<file path="config.mk">
export PLATFORM = sky130hd
export DESIGN_NAME = keyword_lexer_top
export DESIGN_NICKNAME = d
export VERILOG_FILES = /design/src/design/kl_pkg.sv /design/src/design/keyword_lexer_top.sv /design/src/design/kl_front.sv /design/src/design/kl_queue.sv /design/src/design/kl_back.sv
export VERILOG_INCLUDE_DIRS = /design/src /design/src/design
export SDC_FILE = /design/constraint.sdc
export NUM_CORES = 1
export LEC_CHECK = 0
export CORE_UTILIZATION = 57
export CTS_CLUSTER_SIZE = 40
export DETAILED_ROUTE_END_ITERATION = 12
export DONT_BUFFER_PORTS = 1
export PLACE_DENSITY_LB_ADDON = 0.15
export REMOVE_ABC_BUFFERS = 1
export SETUP_SLACK_MARGIN = 0.15
export SLEW_MARGIN = 30
export SYNTH_ARGS = -nofsm -noshare
export SYNTH_HDL_FRONTEND = slang
export SYNTH_SLANG_ARGS = --single-unit
export TNS_END_PERCENT = 20
</file>
<file path="constraint.sdc">
create_clock -name clk -period 5.6 [get_ports clk]
set_input_delay 0.28 -clock clk [delete_from_list [all_inputs] [get_ports clk]]
set_output_delay 0.28 -clock clk [all_outputs]
set_load 0.05 [all_outputs]
</file>
<file path="src/design/keyword_lexer_top_macros.svh">
// Assertion macros shared by the lexer top level.
`ifndef KEYWORD_LEXER_TOP_MACROS_SVH
`define KEYWORD_LEXER_TOP_MACROS_SVH

// Same-cycle implication, checked on every clock edge out of reset.
`define KL_ASSERT_NOW(lbl, ante, cons, msg) \
  lbl: assert property (@(posedge clk) disable iff (!rst_n) (ante) |-> (cons)) \
    else $error(msg);

// Implication checked in the cycle after the antecedent.
`define KL_ASSERT_NEXT(lbl, ante, cons, msg) \
  lbl: assert property (@(posedge clk) disable iff (!rst_n) (ante) |=> (cons)) \
    else $error(msg);

`endif

</file>
<file path="src/design/kl_pkg.sv">
// Shared types, codes and character constants for the keyword lexer.
`timescale 1ns / 1ps

package kl_pkg;

  localparam int OUT_W       = 16;
  localparam int QUEUE_DEPTH = 2;

  typedef enum logic [3:0] {
    KIND_EXIT   = 4'd0,
    KIND_VAR    = 4'd1,
    KIND_IDENT  = 4'd2,
    KIND_INT    = 4'd3,
    KIND_LPAREN = 4'd4,
    KIND_RPAREN = 4'd5,
    KIND_SEMI   = 4'd6,
    KIND_EQUALS = 4'd7,
    KIND_ERROR  = 4'd8,
    KIND_END    = 4'd9
  } token_kind_t;

  typedef enum logic [1:0] {
    MODE_IDLE  = 2'd0,
    MODE_IDENT = 2'd1,
    MODE_NUM   = 2'd2,
    MODE_HALT  = 2'd3
  } scan_mode_t;

  localparam logic [7:0] CH_LPAREN = 8'h28;
  localparam logic [7:0] CH_RPAREN = 8'h29;
  localparam logic [7:0] CH_SEMI   = 8'h3B;
  localparam logic [7:0] CH_EQUALS = 8'h3D;

  typedef struct packed {
    logic        vld;
    token_kind_t kind;
    logic [15:0] start;
    logic [15:0] len;
  } token_t;

  // Up to three tokens come out of one character: a flushed token, a
  // single-character (or end-flushed) token, and the end token.
  typedef struct packed {
    token_t [2:0] slot;
  } bundle_t;

  function automatic logic [7:0] exit_char(input logic [1:0] idx);
    logic [7:0] c;
    case (idx)
      2'd0:    c = 8'h65;
      2'd1:    c = 8'h78;
      2'd2:    c = 8'h69;
      default: c = 8'h74;
    endcase
    return c;
  endfunction

  function automatic logic [7:0] var_char(input logic [1:0] idx);
    logic [7:0] c;
    case (idx)
      2'd0:    c = 8'h76;
      2'd1:    c = 8'h61;
      2'd2:    c = 8'h72;
      default: c = 8'h00;
    endcase
    return c;
  endfunction

endpackage

</file>
<file path="src/design/keyword_lexer_top.sv">
// A character's token words pass through the bundle queue and then the output register.
// Throughput: one character per cycle while out_stall is low and each character yields at most one token word;
// the output register sends one word per cycle, so a character yielding three holds the queue.
// The two-entry bundle queue between the scanner and the output stage sets the stall depth.
// Reset (synchronous, rst_n low) returns the scanner to idle at position zero and empties
// the queue; an error token halts scanning until the next reset.
`timescale 1ns / 1ps
`include "keyword_lexer_top_macros.svh"

module keyword_lexer_top import kl_pkg::*; #(
  parameter int POS_WIDTH = 16
) (
  input  logic        clk,
  input  logic        rst_n,
  input  logic        in_valid,
  output logic        in_stall,
  input  logic [7:0]  in_ch,
  input  logic        in_end_of_source,
  output logic        out_valid,
  input  logic        out_stall,
  output logic [3:0]  out_kind,
  output logic [15:0] out_start_pos,
  output logic [15:0] out_length,
  output logic        out_last_of_run
);

  logic    q_full, q_push, q_pop, q_head_valid;
  bundle_t q_push_data, q_head_data;

  kl_front #(
    .POS_WIDTH(POS_WIDTH)
  ) u_front (
    .clk              (clk),
    .rst_n            (rst_n),
    .in_valid         (in_valid),
    .in_stall         (in_stall),
    .in_ch            (in_ch),
    .in_end_of_source (in_end_of_source),
    .q_full           (q_full),
    .q_push           (q_push),
    .q_data           (q_push_data)
  );

  kl_queue u_queue (
    .clk        (clk),
    .rst_n      (rst_n),
    .push       (q_push),
    .push_data  (q_push_data),
    .full       (q_full),
    .pop        (q_pop),
    .head_valid (q_head_valid),
    .head_data  (q_head_data)
  );

  kl_back u_back (
    .clk             (clk),
    .rst_n           (rst_n),
    .head_valid      (q_head_valid),
    .head_data       (q_head_data),
    .pop             (q_pop),
    .out_valid       (out_valid),
    .out_stall       (out_stall),
    .out_kind        (out_kind),
    .out_start_pos   (out_start_pos),
    .out_length      (out_length),
    .out_last_of_run (out_last_of_run)
  );

  // Nothing follows an error or end token from the same character.
  `KL_ASSERT_NOW(a_error_is_last, out_valid && out_kind == KIND_ERROR, out_last_of_run, "error word not last")
  `KL_ASSERT_NOW(a_end_is_last, out_valid && out_kind == KIND_END, out_last_of_run, "end word not last")
  `KL_ASSERT_NOW(a_end_empty, out_valid && out_kind == KIND_END, out_length == 16'd0, "end word has length")
  // A word left waiting by a stall is still there on the next cycle.
  `KL_ASSERT_NEXT(a_stall_holds, out_valid && out_stall, out_valid && $stable(out_kind), "stalled word lost")

endmodule

</file>
<file path="src/design/kl_front.sv">
// Front end: classifies each character, tracks the pending token and builds token bundles.
`timescale 1ns / 1ps

module kl_front import kl_pkg::*; #(
  parameter int POS_WIDTH = 16
) (
  input  logic       clk,
  input  logic       rst_n,
  input  logic       in_valid,
  output logic       in_stall,
  input  logic [7:0] in_ch,
  input  logic       in_end_of_source,
  input  logic       q_full,
  output logic       q_push,
  output bundle_t    q_data
);

  localparam logic [POS_WIDTH-1:0] POS_MAX = '1;
  localparam logic [POS_WIDTH-1:0] LEN_ONE = POS_WIDTH'(1);
  localparam logic [POS_WIDTH-1:0] LEN_THR = POS_WIDTH'(3);
  localparam logic [POS_WIDTH-1:0] LEN_FOU = POS_WIDTH'(4);

  scan_mode_t             mode_r, mode_nxt, mid_mode;
  logic [POS_WIDTH-1:0]   pos_r, pos_nxt;
  logic [POS_WIDTH-1:0]   tstart_r, tstart_nxt, mid_start;
  logic [POS_WIDTH-1:0]   tlen_r, tlen_nxt, mid_len;
  logic [1:0]             flags_r, flags_nxt, mid_flags;
  logic                   accept;
  logic                   is_alpha, is_digit, is_space, is_single;
  logic                   halted, pending, extend;
  logic                   start_flush, single_v, err_v, last_flush, end_v;
  token_kind_t            single_kind;

  function automatic logic [POS_WIDTH-1:0] sat_inc(input logic [POS_WIDTH-1:0] v);
    return (v == POS_MAX) ? v : v + LEN_ONE;
  endfunction

  function automatic logic [15:0] to_out(input logic [POS_WIDTH-1:0] v);
    logic [POS_WIDTH+15:0] ext;
    ext = {16'b0, v};
    return ext[15:0];
  endfunction

  // A keyword flag survives only while the character matches at this offset.
  function automatic logic [1:0] upd_flags(input logic [7:0] c,
                                           input logic [POS_WIDTH-1:0] len,
                                           input logic [1:0] flags);
    logic [1:0] f;
    f = flags;
    if (!(len < LEN_FOU && c == exit_char(len[1:0]))) f[0] = 1'b0;
    if (!(len < LEN_THR && c == var_char(len[1:0]))) f[1] = 1'b0;
    return f;
  endfunction

  function automatic token_t flush_tok(input scan_mode_t m, input logic [1:0] flags,
                                       input logic [POS_WIDTH-1:0] start,
                                       input logic [POS_WIDTH-1:0] len);
    token_t t;
    t.vld   = 1'b1;
    t.start = to_out(start);
    t.len   = to_out(len);
    if (m == MODE_NUM) t.kind = KIND_INT;
    else if (flags[0] && len == LEN_FOU) t.kind = KIND_EXIT;
    else if (flags[1] && len == LEN_THR) t.kind = KIND_VAR;
    else t.kind = KIND_IDENT;
    return t;
  endfunction

  assign in_stall = q_full;
  assign accept   = in_valid && !q_full;

  // Character classes.
  always_comb begin
    is_alpha  = (in_ch inside {[8'h61:8'h7A], [8'h41:8'h5A]});
    is_digit  = (in_ch inside {[8'h30:8'h39]});
    is_space  = (in_ch inside {8'h20, [8'h09:8'h0D]});
    is_single = 1'b1;
    case (in_ch)
      CH_LPAREN: single_kind = KIND_LPAREN;
      CH_RPAREN: single_kind = KIND_RPAREN;
      CH_SEMI:   single_kind = KIND_SEMI;
      CH_EQUALS: single_kind = KIND_EQUALS;
      default: begin
        single_kind = KIND_ERROR;
        is_single   = 1'b0;
      end
    endcase
  end

  assign halted      = (mode_r == MODE_HALT);
  assign pending     = (mode_r == MODE_IDENT) || (mode_r == MODE_NUM);
  assign extend      = ((mode_r == MODE_IDENT) && (is_alpha || is_digit)) ||
                       ((mode_r == MODE_NUM) && is_digit);
  assign start_flush = !halted && !extend && pending;
  assign single_v    = !halted && is_single;
  assign err_v       = !halted && !extend && !is_alpha && !is_digit && !is_single && !is_space;

  // Token state after the character itself, before the end-of-source handling.
  always_comb begin
    mid_mode  = mode_r;
    mid_start = tstart_r;
    mid_len   = tlen_r;
    mid_flags = flags_r;
    if (!halted) begin
      if (extend) begin
        mid_len = sat_inc(tlen_r);
        if (mode_r == MODE_IDENT) mid_flags = upd_flags(in_ch, tlen_r, flags_r);
      end else if (is_alpha) begin
        mid_mode  = MODE_IDENT;
        mid_start = pos_r;
        mid_len   = LEN_ONE;
        mid_flags = upd_flags(in_ch, '0, 2'b11);
      end else if (is_digit) begin
        mid_mode  = MODE_NUM;
        mid_start = pos_r;
        mid_len   = LEN_ONE;
        mid_flags = 2'b00;
      end else begin
        mid_mode  = err_v ? MODE_HALT : MODE_IDLE;
        mid_len   = '0;
        mid_flags = 2'b00;
      end
    end
  end

  assign last_flush = !halted && in_end_of_source &&
                      ((mid_mode == MODE_IDENT) || (mid_mode == MODE_NUM));
  assign end_v      = !halted && in_end_of_source && (mid_mode != MODE_HALT);

  // Next register values.
  always_comb begin
    mode_nxt   = mid_mode;
    tstart_nxt = mid_start;
    tlen_nxt   = mid_len;
    flags_nxt  = mid_flags;
    pos_nxt    = halted ? pos_r : sat_inc(pos_r);
    if (end_v) begin
      mode_nxt   = MODE_IDLE;
      tstart_nxt = '0;
      tlen_nxt   = '0;
      flags_nxt  = 2'b00;
      pos_nxt    = '0;
    end
  end

  // Token bundle for the queue.
  always_comb begin
    q_data = '0;
    if (start_flush) q_data.slot[0] = flush_tok(mode_r, flags_r, tstart_r, tlen_r);
    if (single_v || err_v) begin
      q_data.slot[1].vld   = 1'b1;
      q_data.slot[1].kind  = single_kind;
      q_data.slot[1].start = to_out(pos_r);
      q_data.slot[1].len   = 16'd1;
    end else if (last_flush) begin
      q_data.slot[1] = flush_tok(mid_mode, mid_flags, mid_start, mid_len);
    end
    if (end_v) begin
      q_data.slot[2].vld   = 1'b1;
      q_data.slot[2].kind  = KIND_END;
      q_data.slot[2].start = to_out(sat_inc(pos_r));
      q_data.slot[2].len   = 16'd0;
    end
    q_push = accept && (q_data.slot[0].vld || q_data.slot[1].vld || q_data.slot[2].vld);
  end

  always_ff @(posedge clk) begin
    if (!rst_n) begin
      mode_r   <= MODE_IDLE;
      pos_r    <= '0;
      tstart_r <= '0;
      tlen_r   <= '0;
      flags_r  <= 2'b00;
    end else if (accept) begin
      mode_r   <= mode_nxt;
      pos_r    <= pos_nxt;
      tstart_r <= tstart_nxt;
      tlen_r   <= tlen_nxt;
      flags_r  <= flags_nxt;
    end
  end

endmodule

</file>
<file path="src/design/kl_queue.sv">
// Short queue of token bundles between the front and back ends.
`timescale 1ns / 1ps

module kl_queue import kl_pkg::*; (
  input  logic    clk,
  input  logic    rst_n,
  input  logic    push,
  input  bundle_t push_data,
  output logic    full,
  input  logic    pop,
  output logic    head_valid,
  output bundle_t head_data
);

  localparam int PTR_W = (QUEUE_DEPTH > 1) ? $clog2(QUEUE_DEPTH) : 1;
  localparam int CNT_W = $clog2(QUEUE_DEPTH + 1);
  localparam logic [CNT_W-1:0] CNT_FULL = CNT_W'(QUEUE_DEPTH);
  localparam logic [PTR_W-1:0] PTR_LAST = PTR_W'(QUEUE_DEPTH - 1);

  bundle_t           entry_r [QUEUE_DEPTH];
  logic [PTR_W-1:0]  wr_ptr_r, rd_ptr_r;
  logic [CNT_W-1:0]  count_r, count_nxt;
  logic              do_push, do_pop;

  assign full       = (count_r == CNT_FULL);
  assign head_valid = (count_r != '0);
  assign head_data  = entry_r[rd_ptr_r];
  assign do_push    = push && !full;
  assign do_pop     = pop && head_valid;

  always_comb begin
    count_nxt = count_r;
    if (do_push && !do_pop) count_nxt = count_r + CNT_W'(1);
    else if (do_pop && !do_push) count_nxt = count_r - CNT_W'(1);
  end

  always_ff @(posedge clk) begin
    if (!rst_n) begin
      wr_ptr_r <= '0;
      rd_ptr_r <= '0;
      count_r  <= '0;
    end else begin
      count_r <= count_nxt;
      if (do_push) wr_ptr_r <= (wr_ptr_r == PTR_LAST) ? '0 : wr_ptr_r + PTR_W'(1);
      if (do_pop)  rd_ptr_r <= (rd_ptr_r == PTR_LAST) ? '0 : rd_ptr_r + PTR_W'(1);
    end
  end

  always_ff @(posedge clk) begin
    if (do_push) entry_r[wr_ptr_r] <= push_data;
  end

endmodule

</file>
<file path="src/design/kl_back.sv">
// Back end: unpacks each bundle into result words through an output register.
`timescale 1ns / 1ps

module kl_back import kl_pkg::*; (
  input  logic        clk,
  input  logic        rst_n,
  input  logic        head_valid,
  input  bundle_t     head_data,
  output logic        pop,
  output logic        out_valid,
  input  logic        out_stall,
  output logic [3:0]  out_kind,
  output logic [15:0] out_start_pos,
  output logic [15:0] out_length,
  output logic        out_last_of_run
);

  logic [2:0]  done_r, done_nxt;
  logic [2:0]  pend, sel_oh, remain;
  logic        load;
  logic        valid_r;
  token_t      tok_r, sel_tok;
  logic        last_r;

  assign pend = {head_data.slot[2].vld, head_data.slot[1].vld, head_data.slot[0].vld} & ~done_r;

  always_comb begin
    if (pend[0]) begin
      sel_oh  = 3'b001;
      sel_tok = head_data.slot[0];
    end else if (pend[1]) begin
      sel_oh  = 3'b010;
      sel_tok = head_data.slot[1];
    end else begin
      sel_oh  = 3'b100;
      sel_tok = head_data.slot[2];
    end
  end

  assign remain = pend & ~sel_oh;
  assign load   = head_valid && (pend != 3'b000) && (!valid_r || !out_stall);
  assign pop    = load && (remain == 3'b000);

  always_comb begin
    done_nxt = done_r;
    if (load) done_nxt = (remain == 3'b000) ? 3'b000 : (done_r | sel_oh);
  end

  always_ff @(posedge clk) begin
    if (!rst_n) begin
      done_r  <= 3'b000;
      valid_r <= 1'b0;
    end else begin
      done_r <= done_nxt;
      if (load) valid_r <= 1'b1;
      else if (!out_stall) valid_r <= 1'b0;
    end
  end

  always_ff @(posedge clk) begin
    if (load) begin
      tok_r  <= sel_tok;
      last_r <= (remain == 3'b000);
    end
  end

  assign out_valid       = valid_r;
  assign out_kind        = tok_r.kind;
  assign out_start_pos   = tok_r.start;
  assign out_length      = tok_r.len;
  assign out_last_of_run = last_r;

endmodule

</file>
# Yosys cells after proc, flatten, opt, wreduce, memory -nomap -nowiden
# Memories as Yosys holds them, arrays and structs flattened. A register that Yosys moved wholly into a read port is not among the register bits.
# Cells that the tools add are included.
# word_totals
reg_bits,97
mem_bits_rw,222
out_inout_bits,39
word_cells,191
memories,1
# classes
addsub,6
n_lt_le_gt_ge,10
n_eq_ne,26
mux,70
n_bitwise,5
n_reduce_logical,59
# mem_list
memory,depth,width,rd,rd_ports_with_merged_regs,wr,line_no,text
u_queue.entry_r,2,111,1,1,1,kl_queue.sv:20,bundle_t entry_r [QUEUE_DEPTH];
# ops
op,count
2-to-1 mux 16 bit,13
2-to-1 mux 37 bit,4
2-to-1 mux 8 bit,12
2-to-1 mux 36 bit,2
equality test 8 x 6 -> 1 bit (second input constant),5
adder 16 x 1 -> 16 bit (second input constant),2
equality test 16 bit (second input constant),2
equality test 16 x 2 -> 1 bit (second input constant),2
equality test 16 x 3 -> 1 bit (second input constant),2
equality test 8 bit,4
logical AND 1 bit,31
2-to-1 mux 2 bit,15
one-hot mux 7 bit (3 select lines),1
greater-or-equal comparator 8 x 7 -> 1 bit (second input constant),2
less-or-equal comparator 8 x 7 -> 1 bit (second input constant),2
less-than comparator 16 x 2 -> 1 bit (second input constant),1
less-than comparator 16 x 3 -> 1 bit (second input constant),1
2-to-1 mux 4 bit,4
one-hot mux 4 bit (4 select lines),1
one-hot mux 5 bit (3 select lines),1
2-to-1 mux 1 bit,14
zero test 1 bit,11
equality test 2 bit (second input constant),5
2-to-1 mux 3 bit,3
other kinds (20),36

# Longest topological paths before layout
# depth
ltp_word,30
depth_mapped,18
ltp_nobuf,16

# Hierarchy
# Synthesis repeated with hierarchy kept, for this count alone.
# hier_totals
cells_unflattened,1256
area_unflattened_um2,15169.5
# modules_own_cells
mod,n_inst,cells_each,area_per_inst_um2,seq_area_each_um2
kl_queue,1,370,8271.7,6766.5
kl_front,1,653,4735.8,1041.0
kl_back,1,233,2162.1,1191.1

# Least setup slack after synthesis
# Ideal clock, no wire load.
# synth_timing
path_type,input -> register
startpoint,input port in_ch[5]
endpoint,"memory u_queue.entry_r[1][0] (netlist name), enable pin"
arrival_time_ns,5.131
required_ns,5.143
slack_ns,0.011
cell_stages,14
path_cell_list,buf_4 > or4b_1 > a21o_1 > a2111oi_4 > nor4_4 > o21ai_0 > o21ai_0 > ha_1 > or3b_2 > clkbuf_1 > inv_1 > nor2_1 > a31oi_1 > and2_1
# synth_via
elab_chain_len,28
# synth_lines
item,line_no,text
from (decl),keyword_lexer_top.sv:17,"input logic [7:0] in_ch,"
greater-or-equal comparator 8 x 7 -> 1 bit or less-or-equal comparator 8 x 7 -> 1 bit (tied branches),kl_front.sv:74,"is_alpha = (in_ch inside {[8'h61:8'h7A], [8'h41:8'h5A]});"
logical AND 1 bit,kl_front.sv:74,
nonzero test 2 bit,kl_front.sv:74,
logical OR 1 bit,kl_front.sv:92,assign extend = ((mode_r == MODE_IDENT) && (is_alpha || is_digit)) ||
logical AND 1 bit,kl_front.sv:92,
logical OR 1 bit,kl_front.sv:92,
zero test 1 bit,"kl_front.sv:94, kl_front.sv:96",
logical AND 1 bit,"kl_front.sv:94, kl_front.sv:96",
[13 not listed],n/a,
2-to-1 mux 37 bit,kl_front.sv:150,if (single_v || err_v) begin
logical OR 1 bit,kl_front.sv:164,q_push = accept && (q_data.slot[0].vld || q_data.slot[1].vld || q_data.slot[2].vld);
logical OR 1 bit (*),kl_front.sv:164,
logical AND 1 bit (*),kl_front.sv:164,
logical AND 1 bit (*),kl_queue.sv:28,assign do_push = push && !full;
net u_queue.do_push,kl_queue.sv:23,"logic do_push, do_pop;"
2-to-1 mux 1 bit (*),kl_queue.sv:50,if (do_push) entry_r[wr_ptr_r] <= push_data;
2-to-1 mux 1 bit (implied by the code) (*),kl_queue.sv:50,
to (decl),kl_queue.sv:20,
# The timed path passes the listed nets; every way through them passes the cells marked *.

# Final worst setup path
# layout_timing
startpoint,register u_front.mode_r[1]
endpoint,"memory u_queue.entry_r[0][25] (netlist name), enable pin"
# layout_via
elab_chain_len,25
# layout_lines
item,line_no,text
from (decl),kl_front.sv:23,"scan_mode_t mode_r, mode_nxt, mid_mode;"
from (signal assigned),kl_front.sv:175,mode_r <= mode_nxt;
equality test 2 x 1 -> 1 bit or equality test 2 bit (tied branches),"kl_front.sv:91, kl_front.sv:92, kl_front.sv:93",
"logical AND 1 bit, on equally long branches","kl_front.sv:92, kl_front.sv:93",
logical OR 1 bit,kl_front.sv:92,
zero test 1 bit,"kl_front.sv:94, kl_front.sv:96",
logical AND 1 bit,"kl_front.sv:94, kl_front.sv:96",
logical AND 1 bit (4 in series),kl_front.sv:96,assign err_v = !halted && !extend && !is_alpha && !is_digit && !is_single && !is_space;
2-to-1 mux 2 bit,kl_front.sv:119,mid_mode = err_v ? MODE_HALT : MODE_IDLE;
2-to-1 mux 2 bit,kl_front.sv:113,end else if (is_digit) begin
[7 not listed],n/a,
2-to-1 mux 37 bit,kl_front.sv:150,
logical OR 1 bit,kl_front.sv:164,
logical OR 1 bit (*),kl_front.sv:164,
logical AND 1 bit (*),kl_front.sv:164,
logical AND 1 bit (*),kl_queue.sv:28,
net u_queue.do_push,kl_queue.sv:23,
2-to-1 mux 1 bit (*),kl_queue.sv:50,
2-to-1 mux 1 bit (implied by the code) (*),kl_queue.sv:50,
# Marked as above.

==> impl_metrics.tcl <==
set metrics [dict create \
    status "completed" \
    die_area_sq_mm 0.0225 \
    io_buffer_count 0 \
    worst-path-max-fanout 46 \
    root_buffer "clkbuf_16" \
    maxCapViolCount 0 \
    cp.arrival_ns 4.69 \
    synthFlopType "edfxtp_1" \
    nNetsFinal 1056 \
    met2_usage_pct 38.4 \
    hold_slack_ns 0.112 \
    wl_per_cell_microns 20.2 \
    synth-seq-cells 276 \
    cts.clk_slew.worst_paths_ns 0.06 \
    multi_input_area_sq_mm 0.00450 \
    syn_area_sq_mm 0.0125 \
    yosysWarnings 0 \
    final_util_pct 64.4 \
    clk-insertion-delay-late_ns 0.54 \
    start_kind "flip-flop" \
    drt_wl_total_microns 26800 \
    area_delta_synth_final_pct 9.55 \
    antenna_found_initial 0 \
    end_kind "flip-flop" \
    coreArea_sq_mm 0.0213 \
    vdd_drop_max_mv 0.442 \
    regArea_sq_mm 0.00768 \
    grt_use_met1_pct 36.3 \
    gp_congestion 0.889 \
    power_density_mw_per_mm2 478 \
    async_flop_share_pct 0 \
    dr.pass1.iters 5 \
    busiest_layer "met2" \
    relSlewSlack_pct 39.3 \
    seqPwrFrac_pct 50.8 \
    vias 8146 \
    path_class "flip-flop to flip-flop" \
    min_path_type "input port to flip-flop" \
    worstMarginPinSlew_ns 0.901 \
    dr.first_iter.drc_count 591 \
    period_share_pct 80.1 \
    tritoncts "built" \
    hold_violations 0 \
    grt_pass1_wl_microns 43000 \
    drive_gt1_share_pct 7.97 \
    cts.repair.resized 0 \
    synth_area_per_cell_sq_um 11.8 \
    timing.fmax_ghz 0.223 \
    die_y_microns 150 \
    required_ns 5.81 \
    route.detailed.drc 0 \
    rsz0062_at_grt "false" \
    pwr-share-clk_pct 28.3 \
    vias_per_cell 6.13 \
    initial_core_util_pct 58.8 \
    clock_skew_ns 0.0135 \
    h-tree-depth 1 \
    die_x_microns 150 \
    row_count 53 \
    cts.sinks 276 \
    ant_nets 0 \
    p_sw_w 0.00231 \
    first_global_vias 7979 \
    period_needed_ns 4.48 \
    diodes 0 \
    setup_viol 0 \
    ios 52 \
    syn_inst 1058 \
    grt_start_max_net_pins 63 \
    swShare_pct 35.3 \
    grt_usage_pct 24.7 \
    slew_viol_final 0 \
    synth_edf_count 215 \
    overflow 0 \
    pwr-share-comb_pct 20.9 \
    use_met3_pct 3.94 \
    netlist-cell-type-count 69 \
    cts-buffers-inserted 29 \
    fillers 1609 \
    p_leak_nw 4.60 \
    cts.path.max_buffers 3 \
    p_int_w 0.00424 \
    seq_area_frac_synth_pct 61.4 \
    place_hpwl_microns 16200 \
]
==> synthesized netlist by cell type (3+ instances only) <==
library cell | instances | area (sq um)
nand2b_1 | 4 | 25.0
o21ai_0 | 55 | 275
nand4b_1 | 4 | 35.0
xor2_1 | 12 | 105
and3_1 | 4 | 25.0
a22oi_1 | 20 | 150
xnor2_1 | 13 | 114
nor3_1 | 26 | 130
nand2_1 | 69 | 259
ha_1 | 11 | 138
or2_2 | 4 | 25.0
nand4_1 | 10 | 62.6
edfxtp_1 | 215 | 6460
nor2_1 | 90 | 338
buf_2 | 13 | 65.1
a22o_1 | 16 | 140
and2_1 | 54 | 338
and4_1 | 4 | 35.0
a21boi_0 | 9 | 67.6
clkbuf_1 | 57 | 214
mux2i_1 | 76 | 761
nand3_1 | 19 | 95.1
o211ai_1 | 22 | 165
o21a_1 | 3 | 22.5
a21oi_1 | 41 | 205
buf_1 | 3 | 11.3
inv_1 | 10 | 37.5
nor4_1 | 9 | 56.3
o22ai_1 | 22 | 138
or3_1 | 7 | 43.8
o21ai_1 | 3 | 15.0
nor2b_1 | 31 | 194
dfxtp_1 | 61 | 1220
nor3b_1 | 5 | 37.5
a31oi_1 | 13 | 81.3
==> worst paths after layout <==
kind                                       start                          endpoint  slack [ns]  depth (start not counted)
setup / recovery  u_front.mode_r[1]$_SDFFE_PN0P_  u_queue.entry_r[0][25]$_DFFE_PP_        1.12                         13
hold / removal                             rst_n     u_queue.wr_ptr_r$_SDFFE_PN0P_        0.11                          2
setup reg to reg  u_front.mode_r[1]$_SDFFE_PN0P_  u_queue.entry_r[0][25]$_DFFE_PP_        1.12                         13
hold reg to reg    u_back.done_r[2]$_SDFFE_PN0P_     u_back.done_r[2]$_SDFFE_PN0P_        0.44                          2
==> worst max-delay path: stages (launching register included) <==
cell,delay [ns]
dfxtp_1,0.38
inv_1,0.07
ha_1,0.24
o211ai_1,0.23
o21ai_2,0.19
nor2_1,0.61
o21ai_0,0.18
o21ai_0,0.21
inv_1,0.09
ha_1,0.29
or3b_1,0.44
a31oi_1,0.33
and2b_4,0.54
buf_12,0.33
==> repair_timing <==
| action | in CTS | in global routing |
|---|---|---|
| endpoints found under the hold margin | 61 | 0 |
| buffers inserted | 0 | 0 |
| hold buffers | 2 | 0 |
==> sequential cells by signal, summed over array words and instances (netlist names), named ones only <==
| name | count |
|---|---|
| u_queue.entry_r | 178 |
| u_back.out_last_of_run | 1 |
| u_back.out_valid | 1 |
| u_back.out_start_pos | 16 |
| u_front.pos_r | 16 |
| u_queue.count_r | 2 |
| u_front.mode_r | 2 |
| u_front.tlen_r | 16 |
| u_front.flags_r | 2 |
| u_back.done_r | 3 |
| u_back.out_length | 16 |
| u_queue.wr_ptr_r | 1 |
| u_front.tstart_r | 16 |
| u_back.out_kind | 4 |
| u_queue.rd_ptr_r | 1 |
==> cell usage in the layout, fill, tap and decap left out, drive strengths merged, types with 3 or more instances in the layout <==
| cell | count |
|---|---|
| nor4 | 10 |
| a31oi | 13 |
| nand3 | 19 |
| nand2b | 4 |
| nand2 | 69 |
| nor2 | 92 |
| nor3 | 26 |
| inv | 11 |
| o21ai | 60 |
| a22oi | 20 |
| or3 | 7 |
| xor2 | 12 |
| ha | 11 |
| o21a | 3 |
| clkinv | 8 |
| nand4 | 11 |
| a22o | 16 |
| clkbuf | 40 |
| edfxtp | 215 |
| o211ai | 22 |
| xnor2 | 13 |
| nand4b | 4 |
| o22ai | 22 |
| and4 | 4 |
| nor2b | 31 |
| a21boi | 9 |
| and2 | 54 |
| and3 | 4 |
| dfxtp | 61 |
| mux2i | 76 |
| a21oi | 41 |
| buf | 19 |
| nor3b | 5 |
| or2 | 4 |
==> per-stage QoR <==
stage / std cells / setup TNS [ns] / total power, W / cell area (sq um) / worst slack (ns)
floorplan: 981 / -117.18 / 0.00428 / 12200 / -2.54
finish: 1329 / 0 / 0.00655 / 13700 / 1.12
global route: 1329 / 0 / 0.00684 / 13700 / 0.724
detailed placement: 1274 / 0 / 0.00473 / 12700 / 0.993
CTS: 1329 / 0 / 0.00660 / 13700 / 1.12
global placement: 1273 / 0 / 0.00470 / 12700 / 1.13
==> metal layers <==
layer | share of wire, % | vias to the layer above | wire length, microns
met1 | 47 | 3952 | 12600
met5 | 0 | - | 0
met3 | 6.7 | 38 | 1790
met2 | 44 | 269 | 11900
met4 | 1.7 | 0 | 461
li1 | - | 3887 | -
==> area by class of cell <==
class,count,area share (%)
inverters,10,0.274
clock buffers,40,5.89
well taps,275,2.51
multi-input cells,695,32.8
repair buffers,20,1.59
flip-flops and latches,276,56.0
clock inverters,13,0.895
==> kinds of logic (layout without fill, tap and decap cells) <==
family | after synthesis | after routing | share of synthesized area [%]
flops | 276 | 276 | 61.4
fa+ha+maj | 11 | 11 | 1.10
mux | 76 | 76 | 6.08
simple gates | 353 | 353 | 14.7
compound gates | 230 | 230 | 12.1
xor+xnor | 25 | 25 | 1.75
buf+inv | 87 | 83 | 2.95
==> power groups by stage <==
stage	logic, W	registers, W	clock network (W)
floorplan	0.000902	0.00337	0
global placement	0.00130	0.00340	0
detailed placement	0.00137	0.00337	0
CTS	0.00139	0.00333	0.00188
global route	0.00151	0.00337	0.00196
finish	0.00137	0.00333	0.00186
No activity file was read; power rests on OpenSTA's default activity.
